--- src/sv/tanh_pkg.sv ---
package tanh_pkg;

	localparam int NUM_TERMS = 7;
	localparam int DEN_TERMS = 4;
	localparam int HORNER_CELLS = NUM_TERMS - 1;
	// one quotient bit per cell: 24 mantissa bits and a guard bit
	localparam int QUO_BITS = 25;

	// decimal constants go through binary64 at elaboration and are rounded here
	function automatic logic [31:0] f64_to_f32(input logic [63:0] d);
		logic [7:0]  e32;
		logic [22:0] fr;
		logic        g;
		logic        st;
		logic        up;
		e32 = 8'(d[62:52] - 11'd896);
		fr  = d[51:29];
		g   = d[28];
		st  = |d[27:0];
		up  = g & (st | fr[0]);
		return {d[63], 31'({e32, fr} + 31'(up))};
	endfunction

	localparam logic [31:0] NUM_COEF [NUM_TERMS] = '{
		f64_to_f32($realtobits(-2.76076847742355e-16)),
		f64_to_f32($realtobits(2.00018790482477e-13)),
		f64_to_f32($realtobits(-8.60467152213735e-11)),
		f64_to_f32($realtobits(5.12229709037114e-08)),
		f64_to_f32($realtobits(1.48572235717979e-05)),
		f64_to_f32($realtobits(6.37261928875436e-04)),
		f64_to_f32($realtobits(4.89352455891786e-03))
	};
	localparam logic [31:0] DEN_COEF [DEN_TERMS] = '{
		f64_to_f32($realtobits(1.19825839466702e-06)),
		f64_to_f32($realtobits(1.18534705686654e-04)),
		f64_to_f32($realtobits(2.26843463243900e-03)),
		f64_to_f32($realtobits(4.89352518554385e-03))
	};
	localparam logic [31:0] F32_TINY  = f64_to_f32($realtobits(0.0004));
	localparam logic [31:0] F32_CLAMP = f64_to_f32($realtobits(7.90531110763549805));
	localparam logic [31:0] F32_ONE   = 32'h3F80_0000;
	localparam logic [15:0] F16_ONE   = 16'h3C00;
	localparam logic [30:0] F32_INF   = 31'h7F80_0000;

	typedef struct packed {
		logic        half;
		logic        use_core;
		logic [31:0] fixed;
	} side_t;

	typedef struct packed {
		logic [31:0] x;
		logic [31:0] s;
		logic [31:0] num;
		logic [31:0] den;
		side_t       side;
	} hor_t;

	typedef struct packed {
		logic        sign;
		logic [9:0]  exp;
		logic [27:0] sum;
	} addp_t;

	typedef struct packed {
		logic                sign;
		logic [9:0]          exp;
		logic [QUO_BITS-1:0] rem;
		logic [QUO_BITS-1:0] q;
		logic [23:0]         md;
		side_t               side;
	} div_t;

	// binary32 multiply, round to nearest even; tiny operands read as zero
	function automatic logic [31:0] fmul(input logic [31:0] a, input logic [31:0] b);
		logic [47:0] p;
		logic [9:0]  e;
		logic [22:0] fr;
		logic        g;
		logic        st;
		logic        up;
		logic [30:0] r;
		logic        sgn;
		sgn = a[31] ^ b[31];
		p = 48'({1'b1, a[22:0]}) * 48'({1'b1, b[22:0]});
		e = {2'b0, a[30:23]} + {2'b0, b[30:23]} - 10'd127 + {9'b0, p[47]};
		if (p[47]) begin
			fr = p[46:24];
			g  = p[23];
			st = |p[22:0];
		end else begin
			fr = p[45:23];
			g  = p[22];
			st = |p[21:0];
		end
		up = g & (st | fr[0]);
		r  = {e[7:0], fr} + 31'(up);
		if (a[30:23] == 8'd0 || b[30:23] == 8'd0 || e[9] || e == 10'd0)
			return {sgn, 31'd0};
		else if (e[8:0] >= 9'd255)
			return {sgn, F32_INF};
		else
			return {sgn, r};
	endfunction

	// add, first half: order by magnitude, align with sticky, add or subtract
	function automatic addp_t fadd_pre(input logic [31:0] a, input logic [31:0] b);
		logic [31:0] big;
		logic [31:0] lit;
		logic [7:0]  d;
		logic [26:0] ma;
		logic [26:0] mb;
		logic [26:0] bs;
		logic [26:0] mask;
		logic        st;
		addp_t       r;
		if (b[30:0] > a[30:0]) begin
			big = b;
			lit = a;
		end else begin
			big = a;
			lit = b;
		end
		ma = (big[30:23] == 8'd0) ? 27'd0 : {1'b1, big[22:0], 3'b0};
		mb = (lit[30:23] == 8'd0) ? 27'd0 : {1'b1, lit[22:0], 3'b0};
		d  = big[30:23] - lit[30:23];
		if (d >= 8'd27) begin
			bs = 27'd0;
			st = |mb;
		end else begin
			mask = (27'd1 << d[4:0]) - 27'd1;
			bs   = mb >> d[4:0];
			st   = |(mb & mask);
		end
		bs[0] = bs[0] | st;
		r.sign = big[31];
		r.exp  = {2'b0, big[30:23]};
		if (big[31] ^ lit[31])
			r.sum = {1'b0, ma} - {1'b0, bs};
		else
			r.sum = {1'b0, ma} + {1'b0, bs};
		if (big[31] && lit[31] == 1'b0 && big[30:0] == 31'd0)
			r.sign = 1'b0;
		return r;
	endfunction

	// add, second half: normalize and round to nearest even
	function automatic logic [31:0] fadd_post(input addp_t p);
		logic [26:0] m;
		logic [4:0]  lz;
		logic        found;
		logic [9:0]  e;
		logic        g;
		logic        st;
		logic        up;
		logic [30:0] r;
		lz    = 5'd0;
		found = 1'b0;
		for (int i = 26; i >= 0; i--) begin
			if (!found) begin
				if (p.sum[i])
					found = 1'b1;
				else
					lz = lz + 5'd1;
			end
		end
		if (p.sum[27]) begin
			m = {p.sum[27:2], p.sum[1] | p.sum[0]};
			e = p.exp + 10'd1;
		end else begin
			m = p.sum[26:0] << lz;
			e = p.exp - {5'b0, lz};
		end
		g  = m[2];
		st = m[1] | m[0];
		up = g & (st | m[3]);
		r  = {e[7:0], m[25:3]} + 31'(up);
		if (p.sum == 28'd0)
			return 32'd0;
		else if (e[9] || e == 10'd0)
			return {p.sign, 31'd0};
		else if (e[8:0] >= 9'd255)
			return {p.sign, F32_INF};
		else
			return {p.sign, r};
	endfunction

	// binary32 to binary16 for results in the normal binary16 range
	function automatic logic [15:0] narrow_half(input logic [31:0] f);
		logic [14:0] r;
		logic [12:0] rem;
		logic        up;
		r   = {5'(f[30:23] - 8'd112), f[22:13]};
		rem = f[12:0];
		up  = (rem > 13'h1000) || (rem == 13'h1000 && r[0]);
		return {f[31], 15'(r + 15'(up))};
	endfunction

endpackage

--- src/sv/tanh_horner_cell.sv ---
// One Horner step on the numerator, and on the denominator when den_on is set: multiply, align/add, normalize/round.
module tanh_horner_cell (
	input  logic             clk,
	input  logic             arst_n,
	input  logic             en,
	input  logic [31:0]      coef_n,
	input  logic [31:0]      coef_d,
	input  logic             den_on,
	input  logic             v_in,
	input  tanh_pkg::hor_t   d_in,
	output logic             v_out,
	output tanh_pkg::hor_t   d_out
);

	logic              v_s1;
	logic              v_s2;
	tanh_pkg::hor_t    d_s1;
	tanh_pkg::hor_t    d_s2;
	logic [31:0]       tn_s1;
	logic [31:0]       td_s1;
	tanh_pkg::addp_t   pn_s2;
	tanh_pkg::addp_t   pd_s2;
	tanh_pkg::hor_t    d_nxt;

	always_comb begin
		d_nxt     = d_s2;
		d_nxt.num = tanh_pkg::fadd_post(pn_s2);
		if (den_on)
			d_nxt.den = tanh_pkg::fadd_post(pd_s2);
	end

	always_ff @(posedge clk or negedge arst_n) begin
		if (!arst_n) begin
			v_s1  <= 1'b0;
			v_s2  <= 1'b0;
			v_out <= 1'b0;
		end else if (en) begin
			v_s1  <= v_in;
			v_s2  <= v_s1;
			v_out <= v_s2;
		end
	end

	always_ff @(posedge clk) begin
		if (en) begin
			d_s1  <= d_in;
			tn_s1 <= tanh_pkg::fmul(d_in.s, d_in.num);
			td_s1 <= tanh_pkg::fmul(d_in.s, d_in.den);
			d_s2  <= d_s1;
			pn_s2 <= tanh_pkg::fadd_pre(tn_s1, coef_n);
			pd_s2 <= tanh_pkg::fadd_pre(td_s1, coef_d);
			d_out <= d_nxt;
		end
	end

endmodule

--- config.mk ---
export PLATFORM = sky130hd
export DESIGN_NAME = tanh_horner_cell
export DESIGN_NICKNAME = d
export VERILOG_FILES = /design/src/sv/tanh_pkg.sv /design/src/sv/tanh_horner_cell.sv
export SDC_FILE = /design/constraint.sdc
export NUM_CORES = 2
export LEC_CHECK = 0
export BUFFER_PORTS_ARGS = -buffer_cell sky130_fd_sc_hd__buf_2
export CAP_MARGIN = 20
export CORE_MARGIN = 2
export CORE_UTILIZATION = 50
export CTS_CLUSTER_SIZE = 14
export DETAILED_ROUTE_END_ITERATION = 6
export GPL_TIMING_DRIVEN = 0
export MAX_ROUTING_LAYER = met4
export PLACE_DENSITY_LB_ADDON = 0.2
export SYNTH_ARGS = -nofsm -noshare
export SYNTH_HDL_FRONTEND = slang
export SYNTH_SLANG_ARGS = --single-unit
--- constraint.sdc ---
create_clock -name clk -period 50.6 [get_ports clk]
set_input_delay 2.53 -clock clk [delete_from_list [all_inputs] [get_ports clk]]
set_output_delay 2.53 -clock clk [all_outputs]
set_load 0.02 [all_outputs]
==> reports/metrics.yaml <==
grt_pass1_wl_um: 464000
cts_buffers: 59
async_reset_ff_share_pct: 0.533
synth_top_area_cell: "fa_1"
cts_buffer_depth: 3
gp_congestion: 1.07
syn_avg_cell_area_um2: 8.97
start_util_pct: 50.4
critPathRequiredTime_ns: 51.03
final_common_cell: "inv_1"
synth.top_cells.by_area: "fa_1 24%, edfxtp_1 20%, ha_1 8.5%"
hold_path.class: "register to register"
drt_wl_total_um: 313000
fin_skew_ns: 0.0738
worst_setup_path_start_kind: "register"
post-dp-hpwl_um: 258000
finalNonFillerCells: 11893
fin_tns_setup_ns: 0
ys.flop_type: "edfxtp_1"
drv_cap: 0
rr_startpoint: "pn_s2[25]"
cp-end-kind: "register"
dieHeight_um: 409
holdWs_ns: 0.380
vias: 71094
ys_ff_latch: 563
worstSetupPathType: "register to register"
cts_resized: 0
grt-ovfl-total: 0
drc: 0
viasPerCell: 5.98
grt_max_degree: 135
dp_cells: 11727
avgRoutedWirePerCell_um: 26.3
min_period_over_period_pct: 44.3
drt_iter0_drc: 6804
clk_latency_ns: 0.71
fmax_mhz: 44.6
hold_viol_final: 0
die_area_um2: 167000
path_max_fanout: 10
rrSetupSlack_ns: 28.20
outcome: "finished, final reports clean"
holdPathEnd: "d_out[115]"
finalSetupViolations: 0
critPathLaunch: "pn_s2[25]"
slowest_delay_ns: 0.55
drv_slew: 0
timing.final.crit_period_ns: 22.40
whs_path_depth: 0
io_pins: 394
area_growth_pct: 8.54
cts_tree: "yes"
cts_setup_buffers: 0
syn-num-nets: 10903
tightest_slew_ns: 1.28
worst-path-buf-inv: 6
antenna_left: 0
ys_seq_area_share_pct: 20.6
layout.nets: 11377
row_count: 148
syn_area_um2: 82100
cts-root-buf: "clkbuf_16"
crit_family: "adder cells"
timing.slew.headroom_pct: 14.8
cp_slowest_cell: "xor2_1"
grt_pass1_vias: 71424
layout_common_cells: "1,264 x inv_1, 1,219 x nand2_1, 968 x fa_1, 560 x edfxtp_1, 558 x ha_1"
synth_cell_type_count: 114
drt-pass1-iter-count: 7
synth_edf_count: 560
die_w_um: 409
grtUsageTotal_pct: 38.3
postCtsHoldBufs: 0
crit_top_cell: "ha_1"
synth_top_area_share_pct: 23.6
r2r-end: "d_out[74]"
cts.sinks: 563
rsz0062_at_grt: "false"
synth_warnings: 0
final_layout_size_suffix_gt1_share_pct: 7.04
min_from: "d_nxt[115]"
clkTransAtPathRegs_ns: 0.06
portBuffers: 392
htree_levels: 2
arrival_ns: 22.83
r2r_cells: 100
antenna_found_initial: 51
core_area_um2: 163000
syn_inst: 9146
## worst max path at each step
| stage | cells past startpoint | to |
|---|---|---|
| 6_report | 100 | d_out[74] |
| 5_1_grt | 100 | d_out[74] |
| 4_1_cts | 100 | d_out[74] |
| 3_5_place_dp | 100 | d_out[74] |
| 3_3_place_gp | 100 | d_out[74] |
| 2_1_floorplan | 100 | d_out[80] |
## registers in the layout (all words and copies together) (netlist names)
name and cells:
v_s1 1, d_s1 130, v_out 1, tn_s1 32, pn_s2 37, td_s1 32, v_s2 1, d_s2 32
d_nxt 98, pd_s2 37, d_out 162
## area by class of cell
class | count | area (µm²)
Buffer | 443 | 1710
Sequential cell | 563 | 16900
Fill cell | 15194 | 73900
Antenna cell | 53 | 133
Clock buffer | 68 | 1510
Timing Repair Buffer | 413 | 2250
Tap cell | 2175 | 2720
Inverter | 1270 | 4770
Clock inverter | 38 | 355
Multi-Input combinational cell | 6870 | 58700
## kinds of logic (layout without fill, tap and decap cells)
logic type | after synthesis | in the layout | share of synthesized area [%]
muxes | 321 | 321 | 4.17
xor gates and xnor gates | 420 | 420 | 4.85
DFF | 563 | 563 | 20.6
and+or+nand+nor | 3078 | 3078 | 18.1
adders and majority gates | 1536 | 1536 | 32.2
AOI/OAI and AO/OA | 1515 | 1515 | 12.1
buffers and inverters | 1713 | 2232 | 7.89
other | 0 | 53 | 0
## layer usage
layer | wire [µm] | global-route usage (%) | share of wire, % | vias up
li1 | - | - | - | 31677
met1 | 123000 | 46.4 | 39 | 35286
met2 | 144000 | 59.7 | 46 | 3255
met3 | 23300 | 6.75 | 7.4 | 876
met4 | 23200 | 23.1 | 7.4 | 0
met5 | 0 | - | 0 | -
## Yosys cell counts, drive strengths merged, types with 51 or more instances
master	n
inv	1270
o211ai	59
mux2	54
xnor2	252
nor2b	85
mux2i	257
ha	558
nand4	73
and2	519
a21oi	431
nand2	1220
a21o	111
nor4	80
clkbuf	384
nor2	485
fa	968
a31oi	65
buf	59
nand3	162
nand2b	71
o21ai	308
a211oi	73
o21a	51
xor2	147
nor3	167
edfxtp	560
## through the flow
stage	setup WS, ns	util [%]	area (µm²)
after global routing	26.73	54.6	89000
final	28.20	54.7	89100
after CTS	28.46	54.5	88800
after floorplan	31.47	-	82100
after global placement	29.19	53.2	86800
after detailed placement	28.53	53.4	87000
Power is not shown: default switching activity piles up to over one toggle a cycle in this logic, so the estimate is an artifact.
