`config.mk`:
```
export PLATFORM = sky130hd
export DESIGN_NAME = tanh_div_cell
export DESIGN_NICKNAME = d
export VERILOG_FILES = /design/src/sv/tanh_pkg.sv /design/src/sv/tanh_div_cell.sv
export SDC_FILE = /design/constraint.sdc
export NUM_CORES = 1
export LEC_CHECK = 0
export ABC_CLOCK_PERIOD_IN_PS = 2000
export BUFFER_PORTS_ARGS = -buffer_cell sky130_fd_sc_hd__buf_4
export CORE_UTILIZATION = 43
export DETAILED_ROUTE_END_ITERATION = 8
export PLACE_DENSITY = 0.79
export SYNTH_ARGS = -nofsm -noshare
export SYNTH_HDL_FRONTEND = slang
export SYNTH_SLANG_ARGS = --single-unit
```
`constraint.sdc`:
```
create_clock -name clk -period 2 [get_ports clk]
set_input_delay 0.3 -clock clk [delete_from_list [all_inputs] [get_ports clk]]
set_output_delay 0.3 -clock clk [all_outputs]
set_load 0.005 [all_outputs]
```
`src/sv/tanh_pkg.sv`:
```
package tanh_pkg;

	localparam int NUM_TERMS = 7;
	localparam int DEN_TERMS = 4;
	localparam int HORNER_CELLS = NUM_TERMS - 1;
	// one quotient bit per cell: 24 mantissa bits and a guard bit
	localparam int QUO_BITS = 25;

	// decimal constants go through binary64 at elaboration and are rounded here
	function automatic logic [31:0] f64_to_f32(input logic [63:0] d);
		logic [7:0]  e32;
		logic [22:0] fr;
		logic        g;
		logic        st;
		logic        up;
		e32 = 8'(d[62:52] - 11'd896);
		fr  = d[51:29];
		g   = d[28];
		st  = |d[27:0];
		up  = g & (st | fr[0]);
		return {d[63], 31'({e32, fr} + 31'(up))};
	endfunction

	localparam logic [31:0] NUM_COEF [NUM_TERMS] = '{
		f64_to_f32($realtobits(-2.76076847742355e-16)),
		f64_to_f32($realtobits(2.00018790482477e-13)),
		f64_to_f32($realtobits(-8.60467152213735e-11)),
		f64_to_f32($realtobits(5.12229709037114e-08)),
		f64_to_f32($realtobits(1.48572235717979e-05)),
		f64_to_f32($realtobits(6.37261928875436e-04)),
		f64_to_f32($realtobits(4.89352455891786e-03))
	};
	localparam logic [31:0] DEN_COEF [DEN_TERMS] = '{
		f64_to_f32($realtobits(1.19825839466702e-06)),
		f64_to_f32($realtobits(1.18534705686654e-04)),
		f64_to_f32($realtobits(2.26843463243900e-03)),
		f64_to_f32($realtobits(4.89352518554385e-03))
	};
	localparam logic [31:0] F32_TINY  = f64_to_f32($realtobits(0.0004));
	localparam logic [31:0] F32_CLAMP = f64_to_f32($realtobits(7.90531110763549805));
	localparam logic [31:0] F32_ONE   = 32'h3F80_0000;
	localparam logic [15:0] F16_ONE   = 16'h3C00;
	localparam logic [30:0] F32_INF   = 31'h7F80_0000;

	typedef struct packed {
		logic        half;
		logic        use_core;
		logic [31:0] fixed;
	} side_t;

	typedef struct packed {
		logic [31:0] x;
		logic [31:0] s;
		logic [31:0] num;
		logic [31:0] den;
		side_t       side;
	} hor_t;

	typedef struct packed {
		logic        sign;
		logic [9:0]  exp;
		logic [27:0] sum;
	} addp_t;

	typedef struct packed {
		logic                sign;
		logic [9:0]          exp;
		logic [QUO_BITS-1:0] rem;
		logic [QUO_BITS-1:0] q;
		logic [23:0]         md;
		side_t               side;
	} div_t;

	// binary32 multiply, round to nearest even; tiny operands read as zero
	function automatic logic [31:0] fmul(input logic [31:0] a, input logic [31:0] b);
		logic [47:0] p;
		logic [9:0]  e;
		logic [22:0] fr;
		logic        g;
		logic        st;
		logic        up;
		logic [30:0] r;
		logic        sgn;
		sgn = a[31] ^ b[31];
		p = 48'({1'b1, a[22:0]}) * 48'({1'b1, b[22:0]});
		e = {2'b0, a[30:23]} + {2'b0, b[30:23]} - 10'd127 + {9'b0, p[47]};
		if (p[47]) begin
			fr = p[46:24];
			g  = p[23];
			st = |p[22:0];
		end else begin
			fr = p[45:23];
			g  = p[22];
			st = |p[21:0];
		end
		up = g & (st | fr[0]);
		r  = {e[7:0], fr} + 31'(up);
		if (a[30:23] == 8'd0 || b[30:23] == 8'd0 || e[9] || e == 10'd0)
			return {sgn, 31'd0};
		else if (e[8:0] >= 9'd255)
			return {sgn, F32_INF};
		else
			return {sgn, r};
	endfunction

	// add, first half: order by magnitude, align with sticky, add or subtract
	function automatic addp_t fadd_pre(input logic [31:0] a, input logic [31:0] b);
		logic [31:0] big;
		logic [31:0] lit;
		logic [7:0]  d;
		logic [26:0] ma;
		logic [26:0] mb;
		logic [26:0] bs;
		logic [26:0] mask;
		logic        st;
		addp_t       r;
		if (b[30:0] > a[30:0]) begin
			big = b;
			lit = a;
		end else begin
			big = a;
			lit = b;
		end
		ma = (big[30:23] == 8'd0) ? 27'd0 : {1'b1, big[22:0], 3'b0};
		mb = (lit[30:23] == 8'd0) ? 27'd0 : {1'b1, lit[22:0], 3'b0};
		d  = big[30:23] - lit[30:23];
		if (d >= 8'd27) begin
			bs = 27'd0;
			st = |mb;
		end else begin
			mask = (27'd1 << d[4:0]) - 27'd1;
			bs   = mb >> d[4:0];
			st   = |(mb & mask);
		end
		bs[0] = bs[0] | st;
		r.sign = big[31];
		r.exp  = {2'b0, big[30:23]};
		if (big[31] ^ lit[31])
			r.sum = {1'b0, ma} - {1'b0, bs};
		else
			r.sum = {1'b0, ma} + {1'b0, bs};
		if (big[31] && lit[31] == 1'b0 && big[30:0] == 31'd0)
			r.sign = 1'b0;
		return r;
	endfunction

	// add, second half: normalize and round to nearest even
	function automatic logic [31:0] fadd_post(input addp_t p);
		logic [26:0] m;
		logic [4:0]  lz;
		logic        found;
		logic [9:0]  e;
		logic        g;
		logic        st;
		logic        up;
		logic [30:0] r;
		lz    = 5'd0;
		found = 1'b0;
		for (int i = 26; i >= 0; i--) begin
			if (!found) begin
				if (p.sum[i])
					found = 1'b1;
				else
					lz = lz + 5'd1;
			end
		end
		if (p.sum[27]) begin
			m = {p.sum[27:2], p.sum[1] | p.sum[0]};
			e = p.exp + 10'd1;
		end else begin
			m = p.sum[26:0] << lz;
			e = p.exp - {5'b0, lz};
		end
		g  = m[2];
		st = m[1] | m[0];
		up = g & (st | m[3]);
		r  = {e[7:0], m[25:3]} + 31'(up);
		if (p.sum == 28'd0)
			return 32'd0;
		else if (e[9] || e == 10'd0)
			return {p.sign, 31'd0};
		else if (e[8:0] >= 9'd255)
			return {p.sign, F32_INF};
		else
			return {p.sign, r};
	endfunction

	// binary32 to binary16 for results in the normal binary16 range
	function automatic logic [15:0] narrow_half(input logic [31:0] f);
		logic [14:0] r;
		logic [12:0] rem;
		logic        up;
		r   = {5'(f[30:23] - 8'd112), f[22:13]};
		rem = f[12:0];
		up  = (rem > 13'h1000) || (rem == 13'h1000 && r[0]);
		return {f[31], 15'(r + 15'(up))};
	endfunction

endpackage

```
`src/sv/tanh_div_cell.sv`:
```
// One restoring division step: one quotient bit per cell.
module tanh_div_cell (
	input  logic            clk,
	input  logic            arst_n,
	input  logic            en,
	input  logic            v_in,
	input  tanh_pkg::div_t  d_in,
	output logic            v_out,
	output tanh_pkg::div_t  d_out
);

	logic [tanh_pkg::QUO_BITS-1:0] diff;
	logic                          ge;
	tanh_pkg::div_t                d_nxt;

	always_comb begin
		diff  = d_in.rem - {1'b0, d_in.md};
		ge    = d_in.rem >= {1'b0, d_in.md};
		d_nxt = d_in;
		d_nxt.q = {d_in.q[tanh_pkg::QUO_BITS-2:0], ge};
		if (ge)
			d_nxt.rem = {diff[tanh_pkg::QUO_BITS-2:0], 1'b0};
		else
			d_nxt.rem = {d_in.rem[tanh_pkg::QUO_BITS-2:0], 1'b0};
	end

	always_ff @(posedge clk or negedge arst_n) begin
		if (!arst_n)
			v_out <= 1'b0;
		else if (en)
			v_out <= v_in;
	end

	always_ff @(posedge clk) begin
		if (en)
			d_out <= d_nxt;
	end

endmodule

```
==> results list <==
- From left edge to right edge, the die measures between 100 and 150 um.
- Post-route antenna net violation count: 0
* Post-route insts no fill: between 900 and 1k
- Counting the buffers created by CTS gives 17.
- The Yosys step of the flow raised 0 warnings.
- After clock tree synthesis, the clock-pin slew on the worst setup and hold paths is approximately 0.060 ns.
- Number of nets in the finished design: slightly above 900
- Post-Synthesis Mean Instance Area: 13.9 sq um
* Main synth FF type: edfxtp_1
- Xor-xnor portion of the synthesized cell area: under 10%
* Cells after DPL: ~900
- Min Tclk post-route: 2.07 ns
- TritonCTS built the clock tree.
* Syn nets: 549
- After synthesis, the largest family of logic cells by area is compound AO/OA/AOI/OAI gates.
- DP Area: between 8000 and 9000 sq um
* Fraction of met2 tracks used by global routing: between 50% and 60%
- The first global-routing pass estimated approximately 28000 um of wire.
- After synthesis, flip-flops and latches occupy 63.9% of the total area.
* Share of synthesized cell area in and, or, nand and nor gates: 8.61%
* Total count of hold-check failures in the final report: 0
- The via count of the first global-routing pass is just over 5k.
* Max Fanout on Critical Path: 10
- Buffer and inverter count on the worst path: 3
* Leakage Power: between 4 and 5 nW
- Vert. Die Dim: between 100 and 150 um
* Total design power: approximately 8 mW
* Kind of critical path: in -> reg
* Fraction of layout instances using a drive strength above 1: around three fifths
- STA classifies the critical path endpoint as a register.
* Remaining global-route overflow: 0
* Die footprint: 13400 sq um
- The top cell types in the final layout, fill and taps aside, are buf_4, edfxtp_1, inv_1.
- Synthesized cell area: 5580 sq um
- Arrival time of the worst setup path: around 2.2 ns
- Launching element type of the critical path: input port
- Summing the areas of all fa, ha and maj instances in the mapped netlist gives 5.74% of the synthesized area.
- On the final layout, the worst hold slack is roughly 0.06 ns.
* Residual DRC count: 0
- The number of antenna diodes in the final layout is 0.
- Once the floorplan was initialized, standard cells occupied roughly 44% of the core.
* Max Clock Skew: 0 ns
- In this run the most critical hold path is launched from d_in[28].
* FF+latch count, synth: ~120
- Final routed wirelength across all metal layers: about 20000 um
- Post-layout worst setup margin: -0.0680 ns
- Global routing's busiest layer: met2
- Stage delay of the slowest cell on the critical path: around 0.44 ns
- In this design, the largest share of critical-path delay is due to compound AO/OA/AOI/OAI gates.
- Cell chosen for the clock root: clkbuf_16
* Wire length per cell: 21.3 um
* Run status: finished with violations
- Cell breakdown of the critical path: buf_8 > inv_4 > ha_4 > a21o_1 > a31oi_4 > a2111oi_4 > o311a_4 > nor2_8 > buf_4 > o31ai_1
* Routability congestion estimate: 0.879
- around 240 I/O pins were placed.
- Across the run, the number of max-cap violations was 0.
- The floorplan has 41 rows.
* Overall global routing resource usage: around 29%
- In this run, synthesis inferred 118 flip-flops with an integrated enable.
- Entering global routing, the biggest net connects roughly 80 pins.
- The pre-antenna-repair detailed-routing pass consisted of 6 iterations.
- The critical path starts at d_in[38].
* Power per standard cell area: ~830 nW/um^2
- For this run, global-route usage on met3 was measured as roughly a tenth.
- The detailed router placed between 5k and 6k vias in this run.
- Failing checks: setup timing
* Routing usage on met1: 29.7%
* Max H-tree Level: 4
* Number of cells on the worst reg-to-reg path: 1
- Count of buffers from port buffering: 240
* Growth of design area from synthesis to finish: 69.2%
- The path with the worst hold slack has its endpoint at d_out[28]$_DFFE_PP_.
* Reg2reg end: v_out$_DFFE_PN0P_
- The clock reaches the later pin of the worst-skew pair after about 0.41 ns.
* Longest Clk Path Bufs: 2
- Most frequent standard cell in the layout excluding fill and tap cells: buf_4
- In the synthesized netlist the async set-or-reset flop fraction comes to less than 1%.
- Detailed Route Iter0 Violations: between 500 and 600
- Antenna violations before repair: 0
- Dividing the detail-routed via count by the number of cells gives roughly 5.3.
- Synth Area in Compound Gates: a little over an eighth
* Reg-to-reg slack, setup: 1.24 ns
- For this design, the sink count on the clock tree is 119.
* Post-detailed-placement half-perimeter wirelength: roughly 14000 um
- In the finished design, the share of the clock period the worst path needs comes to 103%.
- Cells fill about three quarters of the core in the end.
- Synthesized instance count: 401
- Core region area: roughly 13000 sq um
* Fin area: 9440 sq um
- For this run, the top clock speed supported by timing is approximately 480 MHz.
- Mux share of post-synthesis cell area: ~2.6%
- The number of max-slew violations in the final report was 0.
- Final setup violating endpoints: 21
- Counting instances, the worst hold path has a depth of 1.
* Critical Path RT: 2.16 ns
- The worst register-to-register path begins at v_out$_DFFE_PN0P_.
- Worst-path cell with the longest stage delay: o311a_4
* Worst IR Drop VDD: roughly 600 uV
- Unrepaired setup endpoints after global routing: yes
- The number of different library cells used by synthesis comes to 63.
- The worst hold path belongs to the class in -> reg.
-- Yosys cell counts, types with 6 or more instances --
cell type | count | area (sq um)
a21oi_1 | 24 | 120
and3_1 | 6 | 37.5
clkbuf_1 | 6 | 22.5
edfxtp_1 | 118 | 3540
ha_1 | 24 | 300
inv_1 | 33 | 124
mux2_2 | 6 | 67.6
nand2_1 | 16 | 60.1
nand3_1 | 16 | 80.1
nand4_1 | 7 | 43.8
nor2_1 | 10 | 37.5
nor3_1 | 13 | 65.1
o21a_1 | 9 | 67.6
o21ai_0 | 14 | 70.1
o31ai_1 | 7 | 52.6
xnor2_1 | 8 | 70.1
-- repair_timing --
item / 4_1_cts / 5_1_grt
hold buffers: 1 / 0
hold endpoints to repair: 1 / 0
gates resized for setup: 32 / 41
setup buffers: 8 / 9
pin swaps: 12 / 22
endpoints found under the setup margin: 23 / 24
gates cloned: 1 / 0
-- area by class of cell --
type / instances / area (sq um)
Tap cell: 172 / 215
Fill cell: 793 / 3180
Clock inverter: 10 / 108
Inverter: 34 / 143
Clock buffer: 20 / 437
Multi-Input combinational cell: 232 / 2210
Timing Repair inverter: 1 / 8.76
Timing Repair Buffer: 362 / 2760
Sequential cell: 119 / 3570
-- layer usage --
layer / part of all wire, % / wire, um / vias to the layer above
met1: 34 / 6890 / 2415
met3: 9.0 / 1820 / 79
met4: 5.3 / 1080 / 0
li1: - / - / 2280
met5: 0 / 0 / -
met2: 52 / 10500 / 296
-- logic make-up after synthesis --
| kind of cell | after synthesis |
|---|---|
| DFF | 119 |
| muxes | 11 |
| buffers and inverters | 50 |
| and+or+nand+nor | 88 |
| xor gates and xnor gates | 11 |
| adders and majority gates | 25 |
| AOI/OAI and AO/OA | 96 |
| other | 1 |
-- stage by stage --
step                setup TNS (ns)  worst slack [ns]
floorplan                    -5.12            -0.378
global placement            -12.87            -0.616
detailed placement          -13.72            -0.688
CTS                       -0.00213          -0.00213
global route                 -1.61           -0.0987
finish                       -1.15           -0.0680
-- power breakdown --
part | leakage, nW | total [mW] | switching (mW) | internal, mW
Combinational | 2.65 | 1.81 | 0.798 | 1.01
Sequential | 1.17 | 3.11 | 0.0803 | 3.03
Clock | 0.265 | 2.88 | 1.08 | 1.80
Total | 4.08 | 7.80 | 1.96 | 5.84
-- flip-flops by register name (all words and copies together), names as in the netlist --
signal / flops
v_out: 1
d_out: 118
-- worst max path at each step --
| stage | slack (ns) | to | cells after the start |
|---|---|---|---|
| 3_5_place_dp | -0.69 | d_out[98]$_DFFE_PP_ | 10 |
| 5_1_grt | -0.1 | d_out[99]$_DFFE_PP_ | 10 |
| 6_report | -0.07 | d_out[99]$_DFFE_PP_ | 10 |
| 4_1_cts | -0.002 | d_out[98]$_DFFE_PP_ | 10 |
| 2_1_floorplan | -0.38 | d_out[100]$_DFFE_PP_ | 9 |
| 3_3_place_gp | -0.62 | d_out[99]$_DFFE_PP_ | 10 |
Power figures use the tool's default switching activity.
